<file path="src/rtl/kp400_pkg.sv">
// Shared types, constants and functions for the Keccak-p[400] round.
`default_nettype none
package kp400_pkg;

  localparam int LANE_W     = 16;
  localparam int GRID       = 5;
  localparam int NUM_LANES  = GRID * GRID;
  localparam int STATE_W    = NUM_LANES * LANE_W;
  localparam int ROT_W      = $clog2(LANE_W);
  localparam int ROUND_W    = 5;
  localparam int NUM_ROUNDS = 20;

  typedef logic [LANE_W-1:0]                 lane_t;
  typedef logic [GRID-1:0][LANE_W-1:0]       row_t;
  typedef logic [NUM_LANES-1:0][LANE_W-1:0]  state_t;
  typedef logic [ROT_W-1:0]                  rot_t;
  typedef logic [ROUND_W-1:0]                round_t;

  // Left rotation of one lane.
  function automatic lane_t rotl(input lane_t v, input rot_t r);
    logic [2*LANE_W-1:0] dbl;
    dbl = {v, v} << r;
    return dbl[2*LANE_W-1:LANE_W];
  endfunction

  // Rho offsets, already reduced modulo the lane width.
  function automatic rot_t rho_offset(input int idx);
    rot_t r;
    unique case (idx)
      0:  r = rot_t'(0);
      1:  r = rot_t'(1);
      2:  r = rot_t'(14);
      3:  r = rot_t'(12);
      4:  r = rot_t'(11);
      5:  r = rot_t'(4);
      6:  r = rot_t'(12);
      7:  r = rot_t'(6);
      8:  r = rot_t'(7);
      9:  r = rot_t'(4);
      10: r = rot_t'(3);
      11: r = rot_t'(10);
      12: r = rot_t'(11);
      13: r = rot_t'(9);
      14: r = rot_t'(7);
      15: r = rot_t'(9);
      16: r = rot_t'(13);
      17: r = rot_t'(15);
      18: r = rot_t'(5);
      19: r = rot_t'(8);
      20: r = rot_t'(2);
      21: r = rot_t'(2);
      22: r = rot_t'(13);
      23: r = rot_t'(8);
      24: r = rot_t'(14);
      default: r = '0;
    endcase
    return r;
  endfunction

  // Iota round constants; indices past the last round give zero.
  function automatic lane_t round_const(input round_t rnd);
    lane_t rc;
    unique case (rnd)
      5'd0:  rc = 16'h0001;
      5'd1:  rc = 16'h8082;
      5'd2:  rc = 16'h808A;
      5'd3:  rc = 16'h8000;
      5'd4:  rc = 16'h808B;
      5'd5:  rc = 16'h0001;
      5'd6:  rc = 16'h8081;
      5'd7:  rc = 16'h8009;
      5'd8:  rc = 16'h008A;
      5'd9:  rc = 16'h0088;
      5'd10: rc = 16'h8009;
      5'd11: rc = 16'h000A;
      5'd12: rc = 16'h808B;
      5'd13: rc = 16'h008B;
      5'd14: rc = 16'h8089;
      5'd15: rc = 16'h8003;
      5'd16: rc = 16'h8002;
      5'd17: rc = 16'h0080;
      5'd18: rc = 16'h800A;
      5'd19: rc = 16'h000A;
      default: rc = '0;
    endcase
    return rc;
  endfunction

endpackage
`default_nettype wire

</file>
<file path="src/rtl/kp400_column.sv">
// Column parity lane for theta: xor of the five lanes of one column.
`default_nettype none
module kp400_column (
  input  kp400_pkg::row_t  col_lanes,
  output kp400_pkg::lane_t parity
);
  import kp400_pkg::*;

  always_comb begin
    parity = '0;
    for (int y = 0; y < GRID; y++) begin
      parity = parity ^ col_lanes[y];
    end
  end

endmodule
`default_nettype wire

</file>
<file path="src/rtl/kp400_row.sv">
// Chi lane: non-linear mixing of the five lanes of one row.
`default_nettype none
module kp400_row (
  input  kp400_pkg::row_t row_in,
  output kp400_pkg::row_t row_out
);
  import kp400_pkg::*;

  always_comb begin
    for (int x = 0; x < GRID; x++) begin
      row_out[x] = row_in[x] ^ (~row_in[(x + 1) % GRID] & row_in[(x + 2) % GRID]);
    end
  end

endmodule
`default_nettype wire

</file>
<file path="src/rtl/keccak_p400_round.sv">
// Top level: one Keccak-p[400] round with a registered result stage.
//
//  channel | direction | tdata                         | tuser
//  in_     | slave     | lanes 0..24, 16 bits each     | round_number
//  out_    | master    | new lanes 0..24, 16 bits each | -
//
// Theta, rho, pi, chi and iota are evaluated in a single
// pass between the input port and the output register.
// One transaction per cycle is sustained while out_tready is high; the output register sets that rate.
// A new transaction is taken whenever the output register is empty or is
// being drained in the same cycle. Reset empties the output register.
`default_nettype none
module keccak_p400_round (
  input  wire logic                       clk,
  input  wire logic                       rst_n,
  input  wire logic                       in_tvalid,
  output logic                            in_tready,
  // lanes_0_3, lanes_4_7, lanes_8_11, lanes_12_15, lanes_16_19, lanes_20_23, lane_24
  input  wire logic [kp400_pkg::STATE_W-1:0] in_tdata,
  // round_number
  input  wire logic [kp400_pkg::ROUND_W-1:0] in_tuser,
  output logic                            out_tvalid,
  input  wire logic                       out_tready,
  // out_lanes_0_3, out_lanes_4_7, out_lanes_8_11, out_lanes_12_15,
  // out_lanes_16_19, out_lanes_20_23, out_lane_24
  output logic [kp400_pkg::STATE_W-1:0]   out_tdata
);
  import kp400_pkg::*;

  state_t a;
  row_t   c;
  row_t   d;
  state_t b;
  state_t chi_out;
  state_t result;
  logic   valid_r;
  logic   valid_nxt;
  state_t data_r;

  assign a = state_t'(in_tdata);

  genvar gx, gy;
  generate
    for (gx = 0; gx < GRID; gx++) begin : g_col
      row_t col;
      for (gy = 0; gy < GRID; gy++) begin : g_gather
        assign col[gy] = a[gx + GRID * gy];
      end
      kp400_column u_column (
        .col_lanes (col),
        .parity    (c[gx])
      );
    end

    // Merge the column parities into the theta correction for each column.
    for (gx = 0; gx < GRID; gx++) begin : g_merge
      assign d[gx] = c[(gx + GRID - 1) % GRID] ^ rotl(c[(gx + 1) % GRID], rot_t'(1));
    end

    // Theta, rho and pi: every lane takes the theta correction, is rotated and moved to its new place.
    for (gx = 0; gx < GRID; gx++) begin : g_rho_x
      for (gy = 0; gy < GRID; gy++) begin : g_rho_y
        localparam int SRC = gx + GRID * gy;
        localparam int DST = gy + GRID * ((2 * gx + 3 * gy) % GRID);
        assign b[DST] = rotl(a[SRC] ^ d[gx], rho_offset(SRC));
      end
    end

    for (gy = 0; gy < GRID; gy++) begin : g_row
      row_t row_in;
      row_t row_out;
      for (gx = 0; gx < GRID; gx++) begin : g_io
        assign row_in[gx]                = b[gx + GRID * gy];
        assign chi_out[gx + GRID * gy]   = row_out[gx];
      end
      kp400_row u_row (
        .row_in  (row_in),
        .row_out (row_out)
      );
    end
  endgenerate

  always_comb begin
    result    = chi_out;
    result[0] = chi_out[0] ^ round_const(in_tuser);
  end

  assign in_tready = !valid_r || out_tready;

  always_comb begin
    valid_nxt = valid_r;
    if (in_tready) begin
      valid_nxt = in_tvalid;
    end
  end

  always_ff @(posedge clk) begin
    if (!rst_n) begin
      valid_r <= 1'b0;
    end else begin
      valid_r <= valid_nxt;
    end
  end

  always_ff @(posedge clk) begin
    if (in_tvalid && in_tready) begin
      data_r <= result;
    end
  end

  assign out_tvalid = valid_r;
  assign out_tdata  = STATE_W'(data_r);

endmodule
`default_nettype wire
</file>
<file path="config.mk">
export PLATFORM = sky130hd
export DESIGN_NAME = keccak_p400_round
export DESIGN_NICKNAME = d
export VERILOG_FILES = /design/src/rtl/kp400_pkg.sv /design/src/rtl/kp400_column.sv /design/src/rtl/kp400_row.sv /design/src/rtl/keccak_p400_round.sv
export SDC_FILE = /design/constraint.sdc
export NUM_CORES = 1
export LEC_CHECK = 0
export BUFFER_PORTS_ARGS = -buffer_cell sky130_fd_sc_hd__buf_2
export CELL_PAD_IN_SITES_DETAIL_PLACEMENT = 1
export CELL_PAD_IN_SITES_GLOBAL_PLACEMENT = 2
export CORE_MARGIN = 8
export CORE_UTILIZATION = 25
export CTS_CLUSTER_DIAMETER = 40
export DETAILED_ROUTE_END_ITERATION = 16
export PLACE_DENSITY = 0.61
export SLEW_MARGIN = 30
export SYNTH_ARGS = -nofsm -noshare
export SYNTH_HDL_FRONTEND = slang
export SYNTH_SLANG_ARGS = --single-unit
export TNS_END_PERCENT = 10
</file>
<file path="constraint.sdc">
create_clock -name clk -period 11.5 [get_ports clk]
set_clock_uncertainty 0.2 [all_clocks]
set_input_delay 0.575 -clock clk [delete_from_list [all_inputs] [get_ports clk]]
set_output_delay 0.575 -clock clk [all_outputs]
set_load 0.005 [all_outputs]
</file>
======== Word-level counts from Yosys, hierarchy flattened ========
Memory sizes are Yosys's and may differ from the RTL's.
Index checks and enable logic that the tools add are counted.
word-level totals
  flip-flop bits (word level) ............. 401
  memory bits (read-only) ................. 160
  bits of input ports ..................... 409
  output and inout port bits .............. 402
  logic and storage cells ................. 156
  memories kept ........................... 1
operators by class
  bitwise gates (word level) .............. 126
  reduce and logical (&&, ||, !) cells .... 3
memories
  memory           words  width  read ports  clocked after memory_dff  wr ports  RTL line         RTL
  (no name shown)  32     5      1           0                         0         kp400_pkg.sv:63  unique case (rnd)
operators by type and width
  operator            count
  XOR 16 bit          76
  bitwise AND 16 bit  25
  inverter 16 bit     25
  logical AND 1 bit   1
  zero test 1 bit     1
  logical OR 1 bit    1

======== Depth between registers and ports, before layout ========
Gate-level depths: netlist of the first run.
  word-level depth ........................ 10
  gate-level depth with buffers ........... 7
  depth with buffers taken out ............ 7

======== By module ========
Synthesis of the first run repeated with hierarchy kept, for this count alone.
unflattened totals
  cells, all modules ...................... 1969
  area total of the unflattened synthesis .. 26344.0 um^2
by module, submodules not included
  module             times used  cells an instance  area an instance (um^2)  sequential area each (um^2)
  keccak_p400_round  1           929                17135.2                  12031.5
  kp400_row          5           160                1201.2                   0.0
  kp400_column       5           48                 640.6                    0.0

======== Least setup slack after synthesis of the first run ========
Ideal clock, no wire load.
  path kind ............................... input -> register
  start point ............................. input port out_tready
  end point ............................... register data_r (netlist bit out_tdata[0]), enable pin
  library setup time ...................... 815 ps
  data arrival time ....................... 9782 ps
  required time ........................... 10485 ps
  path slack .............................. 703 ps
  stages on the path ...................... 2
  buffers on the path ..................... 0
  cells stage by stage .................... nand2b_1 and2_1
on the way
  longest elaborated chain between the ends .. 2
ends and longest elaborated chain
  element                 RTL line                  RTL
  start: declaration      keccak_p400_round.sv:23   input wire logic out_tready,
  logical OR 1 bit        keccak_p400_round.sv:88   assign in_tready = !valid_r || out_tready;
  logical AND 1 bit       keccak_p400_round.sv:106  if (in_tvalid && in_tready) begin
  end signal: assignment  keccak_p400_round.sv:107  data_r <= result;
  end: declaration        keccak_p400_round.sv:38   state_t data_r;
No other way between the ends.
A chain may end at the register's enable or synchronous reset.

======== Worst setup path in the final report of the first run ========
  start point ............................. register valid_r, in the netlist out_tvalid
  end point ............................... register data_r (netlist bit out_tdata[214]), enable pin
on the way
  longest elaborated chain between the ends .. 3
ends and longest elaborated chain
  element                   RTL line                  RTL
  start: declaration        keccak_p400_round.sv:36   logic valid_r;
  start signal: assignment  keccak_p400_round.sv:101  valid_r <= valid_nxt;
  zero test 1 bit           keccak_p400_round.sv:88
  logical OR 1 bit          keccak_p400_round.sv:88
  logical AND 1 bit         keccak_p400_round.sv:106
No other way between the ends.

==> impl_metrics.tcl, run 1 <==
set metrics [dict create \
    grt_pass1_wl_mm 202 \
    gr-usage-all-layers_pct 21.7 \
    clock_sinks 401 \
    fin_crit_sh_pct 28.7 \
    fp.dieH_um 373 \
    fin_crit_ns 3.30 \
    clk_pin_slew_ns 0.05 \
    finalHoldViolCount 0 \
    crit_slowest_cell "and2_4" \
    synth-edff-count 400 \
    io_buffers 810 \
    status "completed" \
    nets 3231 \
    yosysSeqAreaShare_pct 37.7 \
    fmax_mhz 303 \
    post-route-util_pct 33.0 \
    synthFlopType "edfxtp_1" \
    wl_per_cell_um 34.0 \
    dpl-instance-area_um2 38400 \
    synth_compound_area_share_pct 0.310 \
    core-area_um2 127000 \
    clock_latency_ns 0.69 \
    worstPathArrival_ns 3.41 \
    synth_warnings 0 \
    finalSetupViolCount 0 \
    grt_max_degree 143 \
    grt_overflow 0 \
    synthSimpleGateAreaFrac_pct 8.17 \
    drt_iter0_drc 1448 \
    hold_class "input pin to flip-flop" \
    power.density_nw_per_um2 312 \
    start_util_pct 25.1 \
    clk_path_buf_depth 3 \
    slew_violations 0 \
    drive_gt1_share_pct 37.3 \
    grt_pass1_vias 21281 \
    tns_ns 0 \
    ctsResizeCount 0 \
    vias 19832 \
    cap_violations 0 \
    cp-start-kind "flip-flop" \
    place_hpwl_mm 131 \
    drc 0 \
    rsz0062_at_grt "false" \
    htreeDepth 3 \
    gp_congestion 0.855 \
    antenna_found_initial 61 \
    crit_family "buffers and inverters" \
    fillers 13433 \
    tightest_slew_ns 1.03 \
    antenna_left 0 \
    synthCells 1884 \
    critPathMaxStageDelay_ns 0.70 \
    max_slew_margin_pct 31.1 \
    root_buffer "clkbuf_16" \
    syn2layout_area_growth_pct 31.3 \
    synth_xor_area_share_pct 53.5 \
    dieArea_um2 139000 \
    synth_top_family_by_area "XOR/XNOR gates" \
    rows 131 \
    finalInstanceArea_um2 41900 \
    crit_path_cell_trace "nand2b_1, and2_4, buf_6, buf_12" \
    peakVddDrop_v 0.000107 \
    postRouteWirelength_mm 156 \
    ys_seq_elements 401 \
    pin_count 811 \
    cts_tree "done" \
    critPathRequiredTime_ns 11.61 \
    p_leak_nw 19.0 \
    die_w_um 373 \
    syn-num-nets 2298 \
    syn_area_per_cell_um2 16.9 \
    cts_buffers 99 \
    path_buf_inv 2 \
    synth_fa_ha_area_share_pct 0.196 \
    stdcell_count 4587 \
    crit_path_max_fanout 142 \
    viasPerCell 4.32 \
    dp.cells 4376 \
    dr.pass1.iters 5 \
    ys_async_sr_fraction_pct 0 \
    synth.distinct_cells 28 \
    crit_path_end_kind "flip-flop" \
    netlist_area_um2 31900 \
    synthMuxAreaShare_pct 0 \
    critical_path_class "flip-flop to flip-flop" \
]
-- where the power goes --
| group | switching (mW) | leakage [nW] | internal, mW |
|---|---|---|---|
| Combinational | 3.60 | 13.4 | 3.23 |
| Clock | 0.976 | 1.64 | 1.95 |
| Sequential | 0.387 | 3.88 | 2.90 |
-- worst min-delay path, stage by stage --
cell and delay [ns]:
buf_2 0.10, xnor3_1 0.28, xnor2_1 0.13
-- cells by family after synthesis --
family                     count (synthesis)
AOI/OAI and AO/OA                         15
xor gates and xnor gates                1046
adders and majority gates                  5
buffers and inverters                      6
DFF                                      401
and+or+nand+nor                          411
-- area by class of cell --
type	instances	area (um^2)	area share [%]
antenna	25	62.6	0.149
sequential	401	12000	28.7
inverter	4	15.0	0.0359
tap	1662	2080	4.97
timing repair buffer	834	4360	10.4
multi-input combinational	1477	19900	47.6
clock buffer	120	2620	6.26
clock inverter	64	778	1.86
-- registers in the layout (all words and copies together), names as in the netlist --
register and cells:
out_tdata 400, out_tvalid 1
-- final timing paths --
kind	start	cells past startpoint	endpoint	slack (ns)
max	out_tvalid$_SDFFE_PN0N_	4	out_tdata[214]$_DFFE_PP_	8.20
min	in_tdata[145]	3	out_tdata[101]$_DFFE_PP_	0.29
max reg2reg	out_tvalid$_SDFFE_PN0N_	4	out_tdata[214]$_DFFE_PP_	8.20
min reg2reg	out_tvalid$_SDFFE_PN0N_	2	out_tdata[244]$_DFFE_PP_	0.87
-- synthesized netlist by cell type (3+ instances only) --
| cell | count | area share (%) |
|---|---|---|
| nor2b_1 | 395 | 7.7 |
| xnor2_4 | 62 | 5.4 |
| edfxtp_1 | 400 | 38 |
| inv_1 | 4 | 0.047 |
| o31ai_1 | 3 | 0.071 |
| xnor3_1 | 470 | 33 |
| a21oi_1 | 4 | 0.063 |
| xnor2_2 | 18 | 0.92 |
| nor2b_4 | 5 | 0.22 |
| o21ai_0 | 3 | 0.047 |
| xor2_1 | 5 | 0.14 |
| xnor2_1 | 481 | 13 |
| xnor3_2 | 9 | 0.67 |
| ha_1 | 5 | 0.20 |
-- repair_timing --
action                                 CTS  global route
hold buffers                             2             0
endpoints found under the hold margin    1             0
setup buffers                            0             0
-- placed cells by master, fill, tap and decap left out, types with 10 or more instances in the layout --
cell type  instances
bufinv_16         15
clkbuf_1          18
inv_6             10
nor2b_1          395
xnor2_4           70
buf_4             14
clkinv_1          12
clkbuf_16        102
buf_2            810
xnor3_1          470
edfxtp_1         400
diode_2           25
xnor2_1          481
xnor2_2           10
clkinv_2          12
-- metal layers --
metal / track usage [%] / vias up / part of all wire (%)
met5: 0 / - / 0.15
met4: 4.99 / 36 / 1.9
met3: 5.53 / 189 / 7.1
met2: 38.4 / 864 / 51
met1: 26.5 / 10148 / 40
li1: - / 8595 / -
-- through the flow --
stage | setup WS (ns) | hold slack [ns] | power, mW
4_1_cts | 7.95 | 0.211 | 13.3
2_1_floorplan | 0.703 | 0.337 | 7.32
3_5_place_dp | 7.58 | 0.331 | 10.2
5_1_grt | 8.05 | 0.280 | 13.6
6_report | 8.20 | 0.286 | 13.0
3_3_place_gp | 7.62 | 0.324 | 10.2
No activity file was read; power rests on OpenSTA's default activity.
==> inputs of run 2 (changes only) <==
--- a/config.mk
+++ b/config.mk
@@ -12,7 +12,7 @@
 export CORE_UTILIZATION = 25
 export CTS_CLUSTER_DIAMETER = 40
 export DETAILED_ROUTE_END_ITERATION = 16
-export PLACE_DENSITY = 0.61
+export PLACE_DENSITY = 0.63
 export SLEW_MARGIN = 30
 export SYNTH_ARGS = -nofsm -noshare
 export SYNTH_HDL_FRONTEND = slang
==> constraint.sdc (replaced) <==
create_clock -name clk -period 2.8 [get_ports clk]
set_clock_uncertainty 0.2 [all_clocks]
set_input_delay 0.14 -clock clk [delete_from_list [all_inputs] [get_ports clk]]
set_output_delay 0.14 -clock clk [all_outputs]
set_load 0.005 [all_outputs]
==> impl_metrics.tcl, run 2 (same netlist as run 1, synthesis figures left out) <==
set metrics [dict create \
    final_cell_mix "810 x buf_2, 480 x xnor2_1, 445 x xnor3_1" \
    hold_class "input pin to flip-flop" \
    root_buffer "clkbuf_16" \
    antenna_found_initial 44 \
    die_w_um 373 \
    reg2regPathDepth 3 \
    power.density_nw_per_um2 1200 \
    antenna_left 0 \
    clk_pin_slew_ns 0.04 \
    rsz0062_at_grt "true" \
    viasPerCell 4.30 \
    grt_max_degree 56 \
    cts_tree "done" \
    status "finished, violations left" \
    final_common_cell "buf_2" \
    nets 3701 \
    dieArea_um2 139000 \
    clock_sinks 401 \
    rows 131 \
    cts_buffers 101 \
    fillers 13432 \
    dr.pass1.iters 5 \
    max_slew_margin_pct 31.4 \
    grt_overflow 0 \
    clk_path_buf_depth 3 \
    drive_gt1_share_pct 36.9 \
    pin_count 811 \
    cap_violations 0 \
    min-delay-start "in_tdata[352]" \
    finalSetupViolCount 3 \
    vias 21740 \
    critPathRequiredTime_ns 3.03 \
    core-area_um2 127000 \
    wl_per_cell_um 31.9 \
    p_clk_share_pct 21.0 \
    gr-usage-all-layers_pct 22.4 \
    internal_power_mw 35.1 \
    start_util_pct 25.1 \
    place_ws_ns -0.0387 \
    syn2layout_area_growth_pct 46.2 \
    p_sw_share_pct 37.5 \
    r2r_slack_ns 0.56 \
    comb_power_share_pct 55.3 \
    fp.dieH_um 373 \
    cp-start-kind "input pin" \
    rr_endpoint "out_tdata[270]$_DFFE_PP_" \
    rr_startpoint "out_tvalid$_SDFFE_PN0N_" \
    seqPwrFrac_pct 23.7 \
    grt_pass1_vias 23873 \
    postRouteWirelength_mm 161 \
    tightest_slew_ns 1.02 \
    p_leak_nw 21.1 \
    violations "setup timing" \
    hold_depth 3 \
    peakVddDrop_v 0.000523 \
    drt_iter0_drc 1428 \
    crit_path_end_kind "flip-flop" \
    slew_violations 0 \
    htreeDepth 3 \
    finalHoldViolCount 0 \
    fin_crit_ns 2.82 \
    stdcell_count 5056 \
    critical_path_class "input pin to flip-flop" \
    place_hpwl_mm 135 \
    hold_end "out_tdata[157]$_DFFE_PP_" \
    fmax_mhz 354 \
    fin_crit_sh_pct 101 \
    finalWorstSetupSlack_ns -0.0237 \
    dp.cells 4504 \
    gp_congestion 0.861 \
    crit_path_max_fanout 5 \
    drc 0 \
    clock_latency_ns 0.68 \
    worstPathArrival_ns 3.06 \
    grt_pass1_wl_mm 212 \
    p_sw_mw 21.1 \
    largest_reg_flops 400 \
    io_buffers 810 \
]
run 2: changes by cell type in the layout (fill, tap and decap cells not counted), moves of 8 or more:
| cell | previous run | this run |
|---|---|---|
| buf_12 | 2 | 48 |
| buf_4 | 14 | 106 |
| dlygate4sd3_1 | 2 | 335 |
| xnor2_2 | 10 | 18 |
| xnor3_1 | 470 | 445 |
| xnor3_2 | 9 | 34 |
run 2: repair_timing:
item	CTS	global route
setup endpoints to repair	0	33
buffers inserted	0	7
hold buffers	330	5
hold endpoints to repair	389	5
gates resized for setup	0	30
run 2: cell type report:
type	count	area [um^2]	area share, %
diodes	24	60.1	0.129
clock buffers	123	2650	5.69
clock inverters	63	699	1.50
inverters	4	15.0	0.0322
multi-input cells	1477	19900	42.7
flip-flops and latches	401	12000	25.8
well taps	1662	2080	4.46
repair buffers	1302	9200	19.7
run 2: critical path, stage by stage:
cell,delay [ns]
dlygate4sd3_1,0.57
buf_2,0.16
xnor3_1,0.41
xnor2_4,0.35
buf_4,0.22
xnor3_1,0.36
nor2b_1,0.17
xnor2_1,0.12
dlygate4sd3_1,0.54
run 2: per-stage QoR:
stage / hold slack, ns / area, um^2 / utilization (%) / setup TNS [ns] / total power, mW
after detailed placement: 0.203 / 39700 / 31.3 / -0.0387 / 43.2
after floorplan: 0.0713 / 31900 / - / -428.06 / 29.9
after global placement: 0.191 / 39700 / 31.3 / -0.0116 / 43.1
final: 0.0107 / 46600 / 36.7 / -0.0504 / 56.1
after global routing: 0.00528 / 46600 / 36.7 / -0.249 / 58.6
after CTS: 0.0000345 / 46400 / 36.5 / 0 / 56.7
run 2: power groups by stage:
stage | clock (mW) | sequential (mW) | combinational [mW]
after floorplan | 0 | 13.2 | 16.7
after global placement | 0 | 13.4 | 29.7
after detailed placement | 0 | 13.4 | 29.8
after CTS | 12.0 | 13.3 | 31.3
after global routing | 12.2 | 13.5 | 32.8
final | 11.8 | 13.3 | 31.0
run 2: layer usage:
metal / global-route usage [%] / part of all wire [%] / vias to the layer above
met5: 0 / 0.070 / -
met4: 6.47 / 2.8 / 18
met3: 5.70 / 6.7 / 195
met2: 39.9 / 51 / 871
met1: 26.6 / 40 / 11138
li1: - / - / 9518
run 2: worst max-delay path by stage:
stage	start	endpoint	slack, ns	cells past startpoint
3_3_place_gp	in_tdata[250]	out_tdata[6]$_DFFE_PP_	-0.01	6
4_1_cts	in_tdata[189]	out_tdata[208]$_DFFE_PP_	0.0004	9
3_5_place_dp	in_tdata[250]	out_tdata[6]$_DFFE_PP_	-0.04	6
2_1_floorplan	out_tvalid$_SDFFE_PN0N_	out_tdata[0]$_DFFE_PP_	-1.07	2
6_report	in_tdata[142]	out_tdata[60]$_DFFE_PP_	-0.02	9
5_1_grt	in_tdata[332]	out_tdata[221]$_DFFE_PP_	-0.06	9
==> inputs of run 3 (changes only) <==
--- a/config.mk
+++ b/config.mk
@@ -12,7 +12,9 @@
 export CORE_UTILIZATION = 25
 export CTS_CLUSTER_DIAMETER = 40
 export DETAILED_ROUTE_END_ITERATION = 16
+export GPL_TIMING_DRIVEN = 0
 export PLACE_DENSITY = 0.63
+export RECOVER_POWER = 100
 export SLEW_MARGIN = 30
 export SYNTH_ARGS = -nofsm -noshare
 export SYNTH_HDL_FRONTEND = slang
==> impl_metrics.tcl, run 3 (same netlist as run 1, synthesis figures left out) <==
set metrics [dict create \
    dpl-instance-area_um2 38700 \
    peakVddDrop_v 0.000524 \
    clock_sinks 401 \
    crit_path_max_fanout 10 \
    hold_class "input pin to flip-flop" \
    finalSetupViolCount 28 \
    io_buffers 810 \
    finalInstanceArea_um2 45400 \
    fin_crit_sh_pct 104 \
    vias 21490 \
    htreeDepth 3 \
    clock_latency_ns 0.70 \
    critical_path_class "input pin to flip-flop" \
    r2r_slack_ns 0.11 \
    hold_depth 3 \
    clk_pin_slew_ns 0.05 \
    final_common_cell "xnor2_1" \
    dieArea_um2 139000 \
    total_power_mw 54.9 \
    place_hpwl_mm 132 \
    final_cell_mix "483 x xnor2_1, 467 x xnor3_1, 434 x buf_2" \
    drc 0 \
    clk_path_buf_depth 3 \
    max_slew_margin_pct 30.4 \
    status "finished, violations left" \
    antenna_found_initial 54 \
    drive_gt1_share_pct 22.9 \
    p_leak_nw 19.6 \
    core-area_um2 127000 \
    root_buffer "clkbuf_16" \
    fillers 13562 \
    reg2regPathDepth 6 \
    grt_pass1_vias 23076 \
    stdcell_count 4965 \
    nets 3610 \
    tightest_slew_ns 1.04 \
    pin_count 811 \
    finalWorstSetupSlack_ns -0.107 \
    drt_iter0_drc 1469 \
    fmax_mhz 344 \
    start_util_pct 25.1 \
    cts_buffers 99 \
    cp-start-kind "input pin" \
    wl_per_cell_um 32.1 \
    grt_pass1_wl_mm 207 \
    cap_violations 0 \
    finalHoldViolCount 0 \
    rows 131 \
    slew_violations 0 \
    viasPerCell 4.33 \
    seq_area_um2 12000 \
    rsz0062_at_grt "true" \
    gr-usage-all-layers_pct 22.0 \
    gp_congestion 0.842 \
    fp.dieH_um 373 \
    antenna_left 0 \
    postRouteWirelength_mm 159 \
    violations "setup timing" \
    die_w_um 373 \
    multi_input_area_um2 20000 \
    crit_path_end_kind "flip-flop" \
    dr.pass1.iters 5 \
    cts_tree "done" \
    syn2layout_area_growth_pct 42.2 \
    critPathRequiredTime_ns 3.04 \
    dp.cells 4377 \
    grt_max_degree 46 \
    grt_overflow 0 \
    fin_crit_ns 2.91 \
    largest_reg_flops 400 \
    power.density_nw_per_um2 1210 \
    worstPathArrival_ns 3.15 \
]
## run 3: report_power, final
group          leakage [nW]  switching (mW)  internal (mW)
combinational          14.1            15.8           13.8
clock                  1.67            4.09           8.13
sequential             3.88            1.22           11.9
## run 3: metal layers
metal	vias up	track usage (%)	wire [um]	part of all wire (%)
li1	9352	-	-	-
met1	10992	25.9	63000	40
met2	905	38.9	80000	50
met3	213	6.14	11400	7.2
met4	28	6.76	4500	2.8
met5	-	0	170	0.11
## run 3: cell type report
type | instances | area share, %
Clock inverter | 77 | 2.02
Clock buffer | 107 | 5.62
Multi-Input combinational cell | 1477 | 44.0
Buffer | 2 | 0.0165
Tap cell | 1662 | 4.58
Antenna cell | 24 | 0.132
Timing Repair Buffer | 1211 | 17.1
Sequential cell | 401 | 26.5
Inverter | 4 | 0.0331
## run 3: final timing paths
kind / end / startpoint
max: out_tdata[99]$_DFFE_PP_ / in_tdata[351]
min: out_tdata[394]$_DFFE_PP_ / in_tdata[344]
max reg2reg: out_tdata[116]$_DFFE_PP_ / out_tvalid$_SDFFE_PN0N_
min reg2reg: out_tvalid$_SDFFE_PN0N_ / out_tvalid$_SDFFE_PN0N_
## run 3: worst max-delay path, cell delays in order
cell and delay (ns):
buf_2 0.12, xnor3_1 0.47, xnor2_4 0.83, xnor3_1 0.65, nor2b_1 0.23, xnor2_1 0.12, dlygate4sd3_1 0.57
## run 3: timing repair
item | CTS | global route
endpoints found under the hold margin | 440 | 2
gates resized for setup | 0 | 12
hold buffers | 336 | 2
endpoints found under the setup margin | 0 | 36
buffers inserted | 0 | 42
## run 3: metrics by stage
step	worst slack [ns]	setup TNS (ns)	utilization [%]	hold slack, ns
floorplan	-1.07	-428.06	-	0.0713
detailed placement	-0.511	-25.86	30.4	0.191
finish	-0.107	-1.02	35.7	0.0236
CTS	0.00160	0	35.8	0.00107
global placement	-2.74	-1157.30	29.9	0.190
global route	-0.0948	-2.59	35.7	0.0235
